[config.mk]
export PLATFORM = sky130hd
export DESIGN_NAME = modular_arithmetic_unit
export DESIGN_NICKNAME = d
export VERILOG_FILES = /design/src/design/mau_pkg.sv /design/src/design/mau_datapath.sv /design/src/design/mau_controller.sv /design/src/design/modular_arithmetic_unit.sv
export SDC_FILE = /design/constraint.sdc
export NUM_CORES = 2
export LEC_CHECK = 0
export ABC_AREA = 1
export BUFFER_PORTS_ARGS = -buffer_cell sky130_fd_sc_hd__buf_4
export CORE_AREA = 2 2 296 415
export CTS_BUF_LIST = sky130_fd_sc_hd__clkbuf_4 sky130_fd_sc_hd__clkbuf_8
export DETAILED_ROUTE_END_ITERATION = 10
export DIE_AREA = 0 0 298 417
export PLACE_DENSITY_LB_ADDON = 0.25
export SLEW_MARGIN = 0
export SYNTH_ARGS = -nofsm -noshare
export SYNTH_HDL_FRONTEND = slang
export SYNTH_SLANG_ARGS = --single-unit
[constraint.sdc]
create_clock -name clk -period 8.1 [get_ports clk]
set_input_delay 0.81 -clock clk [delete_from_list [all_inputs] [get_ports clk]]
set_output_delay 0.81 -clock clk [all_outputs]
set_load 0.01 [all_outputs]
[src/design/mau_pkg.sv]
// ----------------------------------------------------------------------------
// Modular arithmetic unit package
// Action codes, controller states and the command/status structs that pass
// between the controller and the datapath.
// ----------------------------------------------------------------------------
package mau_pkg;

  localparam int ActionW = 3;

  typedef enum logic [ActionW-1:0] {
    ACT_REDUCE = 3'd0,
    ACT_ADD    = 3'd1,
    ACT_SUB    = 3'd2,
    ACT_MUL    = 3'd3,
    ACT_NEG    = 3'd4,
    ACT_INV    = 3'd5
  } action_t;

  typedef enum logic [3:0] {
    ST_IDLE,
    ST_RED_A,
    ST_RED_B,
    ST_EXEC,
    ST_MUL,
    ST_INV_DIV,
    ST_INV_MUL,
    ST_INV_UPD,
    ST_DONE
  } state_t;

  // Datapath operations requested by the controller.
  typedef enum logic [3:0] {
    OP_NONE,
    OP_LOAD,
    OP_RED_INIT_A,
    OP_RED_INIT_B,
    OP_DIV_STEP,
    OP_RED_END_A,
    OP_RED_END_B,
    OP_EXEC,
    OP_MUL_INIT,
    OP_MUL_STEP,
    OP_INV_INIT,
    OP_QDIV_INIT,
    OP_QMUL_INIT,
    OP_INV_UPD,
    OP_INV_END
  } dp_op_t;

  typedef struct packed {
    dp_op_t op;
  } mau_cmd_t;

  typedef struct packed {
    logic    step_last; // iteration counter reached its final step
    logic    r1_zero;   // Euclid remainder is zero
    action_t action;
  } mau_sts_t;

endpackage

[src/design/mau_datapath.sv]
// ----------------------------------------------------------------------------
// Modular arithmetic unit datapath
// Shared restoring divider, shift-and-add modular multiplier and the
// extended Euclid registers, driven one step a cycle by the controller.
// ----------------------------------------------------------------------------
module mau_datapath #(
  parameter int DATA_WIDTH = 32
) (
  input  logic                   clk,
  input  logic                   rst_n,
  input  logic [31:0]            modulus,
  input  logic [2:0]             in_action,
  input  logic [31:0]            in_a,
  input  logic [31:0]            in_b,
  input  mau_pkg::mau_cmd_t      cmd,
  output mau_pkg::mau_sts_t      sts,
  output logic [31:0]            res_value,
  output logic                   res_flag
);
  import mau_pkg::*;

  localparam int W  = DATA_WIDTH;
  localparam int CW = $clog2(W + 1);

  logic [W-1:0]  n_eff;
  logic [W-1:0]  a_r, b_r, a_nxt, b_nxt;
  logic [W-1:0]  rem_r, rem_nxt, quo_r, quo_nxt, dvd_r, dvd_nxt, dvs_r, dvs_nxt;
  logic [W-1:0]  acc_r, acc_nxt, mx_r, mx_nxt, my_r, my_nxt;
  logic [W-1:0]  r0_r, r0_nxt, r1_r, r1_nxt, t0_r, t0_nxt, t1_r, t1_nxt;
  logic [W-1:0]  res_r, res_nxt;
  logic          flag_r, flag_nxt;
  logic [CW-1:0] cnt_r, cnt_nxt;
  action_t       act_r, act_nxt;
  logic [W:0]    rem_sh, rem_sub;
  logic [W-1:0]  rem_step;
  logic [W:0]    dbl, dbl_s, dad, dad_s;
  logic [W-1:0]  acc_d, acc_a;
  logic [W:0]    sum_w;
  logic [W-1:0]  in_a_w, in_b_w;

  assign in_a_w = W'(in_a);
  assign in_b_w = W'(in_b);
  assign n_eff  = (W'(modulus) == '0) ? W'(1) : W'(modulus);

  // Restoring division: one quotient bit a step.
  assign rem_sh   = {rem_r, dvd_r[W-1]};
  assign rem_sub  = rem_sh - {1'b0, dvs_r};
  assign rem_step = rem_sub[W] ? rem_sh[W-1:0] : rem_sub[W-1:0];

  // Modular multiply step: acc = 2*acc (+ x) mod n.
  assign dbl   = {acc_r, 1'b0};
  assign dbl_s = dbl - {1'b0, n_eff};
  assign acc_d = dbl_s[W] ? acc_r << 1 : dbl_s[W-1:0];
  assign dad   = {1'b0, acc_d} + {1'b0, mx_r};
  assign dad_s = dad - {1'b0, n_eff};
  assign acc_a = dad_s[W] ? dad[W-1:0] : dad_s[W-1:0];

  assign sum_w = {1'b0, a_r} + {1'b0, b_r};

  always_comb begin
    a_nxt = a_r; b_nxt = b_r; rem_nxt = rem_r; quo_nxt = quo_r;
    dvd_nxt = dvd_r; dvs_nxt = dvs_r; acc_nxt = acc_r; mx_nxt = mx_r;
    my_nxt = my_r; r0_nxt = r0_r; r1_nxt = r1_r; t0_nxt = t0_r; t1_nxt = t1_r;
    res_nxt = res_r; flag_nxt = flag_r; cnt_nxt = cnt_r; act_nxt = act_r;
    case (cmd.op)
      OP_LOAD: begin
        a_nxt    = in_a_w;
        b_nxt    = in_b_w;
        act_nxt  = action_t'(in_action);
        flag_nxt = 1'b0;
        res_nxt  = '0;
      end
      OP_RED_INIT_A, OP_RED_INIT_B, OP_QDIV_INIT: begin
        dvd_nxt = (cmd.op == OP_RED_INIT_A) ? a_r :
                  (cmd.op == OP_RED_INIT_B) ? b_r : r0_r;
        dvs_nxt = (cmd.op == OP_QDIV_INIT) ? r1_r : n_eff;
        rem_nxt = '0;
        quo_nxt = '0;
        cnt_nxt = '0;
      end
      OP_DIV_STEP: begin
        rem_nxt = rem_step;
        quo_nxt = {quo_r[W-2:0], ~rem_sub[W]};
        dvd_nxt = dvd_r << 1;
        cnt_nxt = cnt_r + CW'(1);
      end
      // The last division step is folded into the write-back of the operand.
      OP_RED_END_A: a_nxt = rem_step;
      OP_RED_END_B: b_nxt = rem_step;
      OP_EXEC: begin
        case (act_r)
          ACT_REDUCE: res_nxt = a_r;
          ACT_ADD: begin
            if (sum_w >= {1'b0, n_eff}) begin
              res_nxt = W'(sum_w - {1'b0, n_eff});
            end else begin
              res_nxt = sum_w[W-1:0];
            end
          end
          ACT_SUB: res_nxt = (a_r >= b_r) ? a_r - b_r : a_r + (n_eff - b_r);
          ACT_NEG: res_nxt = (a_r == '0) ? '0 : n_eff - a_r;
          default: res_nxt = '0;
        endcase
      end
      OP_MUL_INIT, OP_QMUL_INIT: begin
        acc_nxt = '0;
        cnt_nxt = '0;
        mx_nxt  = (cmd.op == OP_MUL_INIT) ? a_r : t1_r;
        // The quotient never exceeds n, so only q == n needs folding to zero.
        my_nxt  = (cmd.op == OP_MUL_INIT) ? b_r :
                  (quo_r == n_eff) ? '0 : quo_r;
      end
      OP_MUL_STEP: begin
        acc_nxt = my_r[W-1] ? acc_a : acc_d;
        my_nxt  = my_r << 1;
        cnt_nxt = cnt_r + CW'(1);
        res_nxt = my_r[W-1] ? acc_a : acc_d;
      end
      OP_INV_INIT: begin
        r0_nxt = n_eff;
        r1_nxt = a_r;
        t0_nxt = '0;
        t1_nxt = (n_eff == W'(1)) ? '0 : W'(1);
      end
      OP_INV_UPD: begin
        // rem_r holds r0 mod r1; acc_r holds (q mod n) * t1 mod n.
        r0_nxt = r1_r;
        r1_nxt = rem_r;
        t0_nxt = t1_r;
        t1_nxt = (t0_r >= acc_r) ? t0_r - acc_r : t0_r + (n_eff - acc_r);
      end
      OP_INV_END: begin
        if (r0_r == W'(1)) begin
          res_nxt = t0_r;
        end else begin
          res_nxt  = '0;
          flag_nxt = 1'b1;
        end
      end
      default: ;
    endcase
  end

  always_ff @(posedge clk) begin
    if (!rst_n) begin
      act_r <= ACT_REDUCE;
      cnt_r <= '0;
    end else begin
      act_r <= act_nxt;
      cnt_r <= cnt_nxt;
    end
    a_r <= a_nxt; b_r <= b_nxt; rem_r <= rem_nxt; quo_r <= quo_nxt;
    dvd_r <= dvd_nxt; dvs_r <= dvs_nxt; acc_r <= acc_nxt; mx_r <= mx_nxt;
    my_r <= my_nxt; r0_r <= r0_nxt; r1_r <= r1_nxt; t0_r <= t0_nxt;
    t1_r <= t1_nxt; res_r <= res_nxt; flag_r <= flag_nxt;
  end

  assign sts.step_last = (cnt_r == CW'(W - 1));
  assign sts.r1_zero   = (r1_r == '0);
  assign sts.action    = act_r;
  assign res_value     = 32'(res_r);
  assign res_flag      = flag_r;

endmodule

[src/design/mau_controller.sv]
// ----------------------------------------------------------------------------
// Modular arithmetic unit controller
// Sequences operand reduction, the selected action and the Euclid loop.
// ----------------------------------------------------------------------------
module mau_controller (
  input  logic               clk,
  input  logic               rst_n,
  input  logic               req_valid,
  output logic               req_ready,
  output logic               res_valid,
  input  logic               res_ready,
  input  mau_pkg::mau_sts_t  sts,
  output mau_pkg::mau_cmd_t  cmd
);
  import mau_pkg::*;

  state_t state_r, state_nxt;
  logic   first_r, first_nxt; // first step of a phase pending its init

  always_comb begin
    state_nxt = state_r;
    first_nxt = 1'b0;
    case (state_r)
      ST_IDLE:  if (req_valid) begin
        state_nxt = ST_RED_A;
        first_nxt = 1'b1;
      end
      ST_RED_A: if (!first_r && sts.step_last) begin
        state_nxt = ST_RED_B;
        first_nxt = 1'b1;
      end
      ST_RED_B: if (!first_r && sts.step_last) begin
        state_nxt = ST_EXEC;
        first_nxt = 1'b1;
      end
      ST_EXEC: begin
        if (sts.action == ACT_MUL) begin
          state_nxt = ST_MUL;
        end else if (sts.action == ACT_INV) begin
          state_nxt = ST_INV_DIV;
        end else begin
          state_nxt = ST_DONE;
        end
        first_nxt = 1'b1;
      end
      ST_MUL: if (!first_r && sts.step_last) state_nxt = ST_DONE;
      ST_INV_DIV: begin
        if (first_r && sts.r1_zero) begin
          state_nxt = ST_DONE;
        end else if (!first_r && sts.step_last) begin
          state_nxt = ST_INV_MUL;
          first_nxt = 1'b1;
        end
      end
      ST_INV_MUL: if (!first_r && sts.step_last) state_nxt = ST_INV_UPD;
      ST_INV_UPD: begin
        state_nxt = ST_INV_DIV;
        first_nxt = 1'b1;
      end
      ST_DONE:  if (res_ready) state_nxt = ST_IDLE;
      default:  state_nxt = ST_IDLE;
    endcase
  end

  always_comb begin
    cmd.op    = OP_NONE;
    req_ready = 1'b0;
    res_valid = 1'b0;
    case (state_r)
      ST_IDLE: begin
        req_ready = 1'b1;
        if (req_valid) cmd.op = OP_LOAD;
      end
      ST_RED_A: cmd.op = first_r ? OP_RED_INIT_A :
                         sts.step_last ? OP_RED_END_A : OP_DIV_STEP;
      ST_RED_B: cmd.op = first_r ? OP_RED_INIT_B :
                         sts.step_last ? OP_RED_END_B : OP_DIV_STEP;
      ST_EXEC: begin
        if (sts.action == ACT_MUL) begin
          cmd.op = OP_MUL_INIT;
        end else if (sts.action == ACT_INV) begin
          cmd.op = OP_INV_INIT;
        end else begin
          cmd.op = OP_EXEC;
        end
      end
      ST_MUL: cmd.op = first_r ? OP_NONE : OP_MUL_STEP;
      ST_INV_DIV: begin
        if (first_r) begin
          cmd.op = sts.r1_zero ? OP_INV_END : OP_QDIV_INIT;
        end else begin
          cmd.op = OP_DIV_STEP;
        end
      end
      ST_INV_MUL: cmd.op = first_r ? OP_QMUL_INIT : OP_MUL_STEP;
      ST_INV_UPD: cmd.op = OP_INV_UPD;
      ST_DONE:  res_valid = 1'b1;
      default:  cmd.op = OP_NONE;
    endcase
  end

  always_ff @(posedge clk) begin
    if (!rst_n) begin
      state_r <= ST_IDLE;
      first_r <= 1'b0;
    end else begin
      state_r <= state_nxt;
      first_r <= first_nxt;
    end
  end

endmodule

[src/design/modular_arithmetic_unit.sv]
// ----------------------------------------------------------------------------
// Modular arithmetic unit
// Reduce, add, subtract, multiply, negate and inverse modulo a register n.
// ----------------------------------------------------------------------------
// Channel | Direction | Content
// in_     | slave     | tdata: action[2:0], operand_a[34:3], operand_b[66:35]
// out_    | master    | tdata: result_value[31:0]; tuser: no_inverse
// cfg_    | write     | modulus_n, 32 bits
//
// Every request first runs two W-step reductions by the shared restoring
// divider; multiply then adds W shift-and-add steps, and inverse runs Euclid
// rounds until the remainder is zero.
// Synchronous active-low reset returns to idle with modulus 1.
// A result holds on out_ until taken; a new request is taken after that.
// ----------------------------------------------------------------------------
module modular_arithmetic_unit #(
  parameter int DATA_WIDTH = 32
) (
  input  logic        clk,
  input  logic        rst_n,
  input  logic        in_tvalid,
  output logic        in_tready,
  input  logic [71:0] in_tdata,   // action, operand_a, operand_b, zero pad
  output logic        out_tvalid,
  input  logic        out_tready,
  output logic [31:0] out_tdata,  // result_value
  output logic        out_tuser,  // no_inverse
  input  logic        cfg_wr_en,
  input  logic [31:0] cfg_wr_data
);
  import mau_pkg::*;

  logic [31:0] modulus_r;
  mau_cmd_t    cmd;
  mau_sts_t    sts;

  always_ff @(posedge clk) begin
    if (!rst_n) begin
      modulus_r <= 32'd1;
    end else if (cfg_wr_en) begin
      modulus_r <= cfg_wr_data;
    end
  end

  mau_controller u_ctrl (
    .clk(clk), .rst_n(rst_n),
    .req_valid(in_tvalid), .req_ready(in_tready),
    .res_valid(out_tvalid), .res_ready(out_tready),
    .sts(sts), .cmd(cmd)
  );

  mau_datapath #(.DATA_WIDTH(DATA_WIDTH)) u_dp (
    .clk(clk), .rst_n(rst_n), .modulus(modulus_r),
    .in_action(in_tdata[2:0]), .in_a(in_tdata[34:3]), .in_b(in_tdata[66:35]),
    .cmd(cmd), .sts(sts), .res_value(out_tdata), .res_flag(out_tuser)
  );

endmodule
# After elaboration in Yosys (flattened, before gate mapping)
# Index checks and enable logic that the tools add are counted.
# totals
regBits,495
latchBits,0
ramBits,0
romBits,0
input_bits,109
out_inout_bits,35
word_cells,163
n_memories,0
# classes
addsub,14
n_mul,0
div_mod_pow,0
n_lt_le_gt_ge,3
eq_ne,39
shift,0
n_mux,62
bitwise_logic,1
reduce_logical,24
# op_table
cell,count
$pmux W32 S2,11
$mux W32,16
$pmux W32 S4,2
$sub A32 B32 Y32,6
$sub A33 B32 Y33,3
$logic_not A32 Y1,3
$add A32 B32 Y33,2
$add A32 B32 Y32,2
$eq A32 B1 Y1 const B,2
$ge A32 B32 Y1,2
$mux W4,16
$pmux W4 S9,1
$ge A33 B32 Y1,1
$eq A32 B32 Y1,1
$eq A4 B3 Y1 const B,8
$eq A4 B4 Y1 const B,8
$pmux W4 S8,1
$eq A4 B2 Y1 const B,4
$reduce_bool A2 Y1,7
$pmux W6 S2,1
$mux W1,9
$eq A4 B1 Y1 const B,2
$ne A2 B1 Y1 const B,4
$reduce_or A2 Y1,4
21 further kinds,27

# Depth between registers and ports, before layout
# logic_depth
ltp_word,9
depth_mapped,55
mapped_depth_nobuf,54

# Modules after synthesis
# A second synthesis with hierarchy kept.
# hier_totals
cells_unflattened,6836
hier_area_um2,48122.4
# by_module_without_submodules
module,n_inst,cells_each,area_per_inst_um2,seq_area_each_um2
mau_datapath,1,6529,46163.0,13663.1
modular_arithmetic_unit,1,201,1332.5,640.6
mau_controller,1,106,626.9,100.1

# Least setup slack after synthesis
# OpenSTA, ideal clock, no wires.
# synth_timing
kind,register -> register
start,reg modulus_r[1]
end,"reg u_dp.res_r[31] (netlist: u_dp.res_value[31]), data pin"
setup_ns,0.259
t_arrival_ns,6.079
required_time_ns,7.841
setup_slack_ns,1.762
stages_incl_launch_ff,50
n_path_buf,3
period_less_slack_ns,6.338
path_cell_list,dfxtp_1 -> inv_1 -> nand2_1 -> nor2_1 -> nand2_1 -> nor2_1 -> nand2_1 -> nand2_2 -> inv_1 -> fa_1 -> nand3_1 -> nand2_1 -> nand3_1 -> nand2_1 -> nand2_1 -> nand2_2 -> nand3_1 -> nand3_1 -> [... 14 more ...] -> ha_1 -> a21oi_1 -> o21ai_0 -> inv_1 -> o21ai_1 -> nand2_1 -> nand2_1 -> a21oi_1 -> clkinv_1 -> nand2_1 -> nand2_4 -> buf_6 -> nand2_1 -> nand3_1 -> nand2_1 -> clkinv_1 -> nand2_1 -> nand3_1
# synth_via
elab_chain_len,9
elab_cells_between_ends,18
classes_between,add/sub (7); order compare (1); mux (9); reduce/logical (1)
# synth_lines
element,line,text
from (decl),modular_arithmetic_unit.sv:33,logic [31:0] modulus_r;
from (signal assigned),modular_arithmetic_unit.sv:41,modulus_r <= cfg_wr_data;
$logic_not A32 Y1,mau_datapath.sv:43,assign n_eff = (W'(modulus) == '0) ? W'(1) : W'(modulus);
$mux W32 *,mau_datapath.sv:43,
$sub A33 B32 Y33,mau_datapath.sv:52,"assign dbl_s = dbl - {1'b0, n_eff};"
$mux W32,mau_datapath.sv:53,assign acc_d = dbl_s[W] ? acc_r << 1 : dbl_s[W-1:0];
$add A32 B32 Y33,mau_datapath.sv:54,"assign dad = {1'b0, acc_d} + {1'b0, mx_r};"
$sub A33 B32 Y33,mau_datapath.sv:55,"assign dad_s = dad - {1'b0, n_eff};"
$mux W32,mau_datapath.sv:56,assign acc_a = dad_s[W] ? dad[W-1:0] : dad_s[W-1:0];
$mux W32,mau_datapath.sv:117,res_nxt = my_r[W-1] ? acc_a : acc_d;
$pmux W32 S4 *,mau_datapath.sv:65,case (cmd.op)
named net u_dp.res_nxt[31],mau_datapath.sv:30,"logic [W-1:0] res_r, res_nxt;"
to (signal assigned),mau_datapath.sv:155,t1_r <= t1_nxt; res_r <= res_nxt; flag_r <= flag_nxt;
to (decl),mau_datapath.sv:30,
# Mark *: on every way through the listed nets, which the timed path passes. The rest lies on a longest branch.
# A chain may end at the register's enable or synchronous reset.

# Worst setup path after layout
# layout_timing
start,reg modulus_r[20]
end,"reg u_dp.res_r[26] (netlist: u_dp.res_value[26]), data pin"
# The elaborated chain is that of the path after synthesis.

==> results by group <==
GRT
  – First-pass GRT wire length: 337000 um
  – Pin count of the biggest net entering global routing: 74
  – Grt total ovfl: 0
  – Vias in the first global route: 50025
  – GRT Util Overall: 0.3795
  – Initial antenna violation count: 6

Detailed routing
  – Residual DRC: 0
  – DRT iter0 DRCs: 3791
  – Final wirelength: 241800 um
  – Antenna-violating nets left: 0
  – Via Count: 49405
  – Average wire per standard cell: 27.50 um
  – DRT Pass-1 Iters: 6
  – Via density: 5.620

Logic synthesis
  – Mux contribution to synthesized area: 0
  – Post-Syn Nets: 7345
  – YS warnings: 0
  – Adder-cell share of the synthesized area: 0.1216
  – Compound-Gate Fraction of Synth Area: 0.1632
  – Top cell type's share of synthesized area: 0.2820
  – Seq/Total Area, Yosys: 0.3012
  – Post-synthesis xor/xnor area fraction: 0.05018
  – Mapped Avg Cell Area: 7.018 um^2
  – Post-Synthesis Cells: 6814
  – Register bit total from synthesis: 495
  – Dominant cells by area after synthesis: edfxtp_1 28%, nand2_1 13%, ha_1 9.2%
  – Simple-gate portion of the synthesized area: 0.2635
  – Count of cell types in the netlist: 65
  – Largest family of logic cells by synthesized area: simple AND/OR/NAND/NOR gates
  – Area leader, netlist: edfxtp_1
  – Mapped Area: 47820 um^2

Timing
  – FMAX: 129.9 MHz
  – Period Utilization, post-route: 0.9501
  – Clock skew: 61.09 ps
  – Fin crit period: 7696 ps
  – RSZ-0062 raised after global routing: no
  – Relative slew slack: 0.02361
  – Final setup viols: 0
  – Hold_ws: 227.5 ps
  – Max-slew violations: 0
  – Hold Fails Final Rpt: 0
  – Slew of the pin with the lowest slew margin: 1449 ps

CTS
  – Worst skew pair latency: 860 ps
  – Sink Count: 495
  – Clock Pin Slew Worst Setup and Hold Paths: 70 ps
  – CTS buffer count: 90
  – Clock buffer depth: 3
  – H-Tree Depth: 3
  – CTS tree: built
  – CTS root buffer: clkbuf_8

Place
  – Gpl congestion: 1.048
  – HPWL Detailed: 200900 um
  – Count of input and output buffers: 138

Critical path
  – Critical setup path kind: flip-flop to flip-flop
  – Worst Path Max Fanout: 18
  – R2R cell count: 50
  – Worst Path Required: 8700 ps
  – R2R Path Start: modulus_r[20]$_SDFFE_PN0P_
  – CP peak stage delay: 450 ps
  – CP Launch Type: flip-flop
  – CP endpoint kind: flip-flop
  – CP max stage cell: ha_1
  – CP startpoint: modulus_r[20]$_SDFFE_PN0P_
  – Crit-path most repeated cell: nand2_1
  – Crit path to: u_dp.res_value[26]$_DFFE_PP_
  – Worst reg2reg endpoint: u_dp.res_value[26]$_DFFE_PP_
  – CP arrival: 8300 ps
  – R2R Setup Slk: 400 ps

Floorplanning
  – Die Height: 417 um
  – I/O pin cnt: 144
  – Starting Density: 0.3967
  – Die X: 298 um
  – Core area: 120500 um^2
  – FP Rows: 151
  – Total Die Area: 124300 um^2

Job
  – Max cap viols: 0

Outcome
  – Outcome: complete, no violations

Pwr
  – Peak supply drop: 0.0003869 V
  – Leakage: 25.43 nW
  – Total power: 0.02822 W
  – Power per Cell Area: 520.8 nW/um^2

Min path
  – Min-Delay Path Class: input port to flip-flop

Final layout
  – Area Overhead vs Synth: 13.33%
  – Final nets: 7637
  – Share of post-route cells with drive strength above 1: 0.09776
[critical path, delay by kind of cell (launching register included)]
family | cells | cell delay, ps
AOI/OAI and AO/OA | 2 | 210
xor gates and xnor gates | 1 | 110
adders and majority gates | 3 | 1160
buffers and inverters | 13 | 1760
DFF | 1 | 320
and+or+nand+nor | 31 | 3870
[flip-flops by register name (all words and copies together), names as in the netlist, 6 cells and up]
| signal | cells |
|---|---|
| u_dp.r1_r | 32 |
| u_dp.r0_r | 32 |
| modulus_r | 32 |
| u_dp.rem_r | 32 |
| u_dp.mx_r | 32 |
| u_dp.acc_r | 32 |
| u_dp.quo_r | 32 |
| u_dp.b_r | 32 |
| u_dp.cnt_r | 6 |
| u_dp.a_r | 32 |
| u_dp.my_r | 32 |
| u_dp.dvs_r | 32 |
| u_dp.dvd_r | 32 |
| u_dp.t1_r | 32 |
| u_dp.t0_r | 32 |
| u_dp.res_value | 32 |
[cell families after synthesis]
group | Yosys count
flip-flops | 495
adder cells (fa/ha/maj) | 422
AO/OA/AOI/OAI | 1398
buffers and inverters | 1211
AND/OR/NAND/NOR | 3014
XOR/XNOR | 274
[final cells by class]
class | count | area [um^2]
Tap cell | 1606 | 2009
Clock inverter | 31 | 384.1
Timing Repair Buffer | 411 | 3178
Sequential cell | 495 | 14400
Inverter | 1000 | 3756
Antenna cell | 4 | 10.01
Multi-Input combinational cell | 5108 | 28790
Fill cell | 12886 | 66350
Clock buffer | 136 | 1659
[layer usage]
metal,track usage,wire [um],up-vias
li1,-,-,23168
met1,0.3771,82830,23621
met2,0.6825,119900,1893
met3,0.04819,12080,723
met4,0.3557,26980,0
met5,0,0,-
[power by group]
group	leakage, nW	internal, W	total (W)	switching (W)
Sequential	4.52	0.00375	0.00442	0.000669
Clock	1.08	0.00155	0.00283	0.00128
Combinational	19.8	0.00705	0.0210	0.0139
[layout by cell type, fill, tap and decap left out, drive strengths merged, types with 137 or more instances in the layout]
cell and instances:
clkbuf 137, o21ai 512, xor2 178, ha 351
nand2 1630, inv 998, a21oi 589, nand3 451
edfxtp 449, nor2 692, buf 410
[synthesized netlist by cell type, drive strengths merged]
master / number
nand4: 60
a22oi: 2
dfxtp: 46
o31ai: 1
inv: 993
o21a: 24
fa: 71
and3: 2
a21oi: 589
clkinv: 7
nand3b: 24
a21boi: 20
or2: 23
a31oi: 27
o22ai: 9
nand2: 1630
nor4: 58
nand3: 451
and2: 8
a31o: 1
a211oi: 1
ha: 351
xor2: 178
a21o: 57
a2111oi: 5
o221ai: 2
xnor2: 96
buf: 90
o221a: 1
edfxtp: 449
o211ai: 88
nor2: 692
clkbuf: 121
a311oi: 1
nor3: 66
a221oi: 5
o2111ai: 1
o21ai: 512
o211a: 1
o21bai: 49
o311ai: 2
[how the worst min path moves through the flow]
stage                     depth (start not counted)                  startpoint  slack, ps                          to
after floorplan                                   2  u_dp.cnt_r[4]$_SDFFE_PN0P_        460  u_dp.cnt_r[4]$_SDFFE_PN0P_
after global placement                            2  u_dp.cnt_r[4]$_SDFFE_PN0P_        470  u_dp.cnt_r[4]$_SDFFE_PN0P_
after detailed placement                          2  u_dp.cnt_r[4]$_SDFFE_PN0P_        470  u_dp.cnt_r[4]$_SDFFE_PN0P_
after CTS                                         3                in_tdata[28]        170      u_dp.a_r[25]$_DFFE_PP_
after global routing                              3                in_tdata[28]        230      u_dp.a_r[25]$_DFFE_PP_
final                                             3                in_tdata[28]        230      u_dp.a_r[25]$_DFFE_PP_
[metrics by stage]
step,instances,setup TNS (ps),instance area [um^2],setup WS (ps),utilization
3_3_place_gp,8614,0,51950,60.00,0.4310
4_1_cts,8782,0,54000,93.41,0.4480
3_5_place_dp,8614,-46.44,51950,-23.94,0.4310
6_report,8791,0,54190,404.0,0.4496
5_1_grt,8789,0,54190,32.02,0.4495
2_1_floorplan,6814,0,47820,1762,-
[what timing repair did]
action,in CTS,in global routing
endpoints found under the setup margin,4,63
buffers inserted,1,4
pin swaps,1,4
cloned,0,1
gates resized for setup,0,29
hold buffers,0,0
Note: power is estimated with default switching activity, not from simulation.
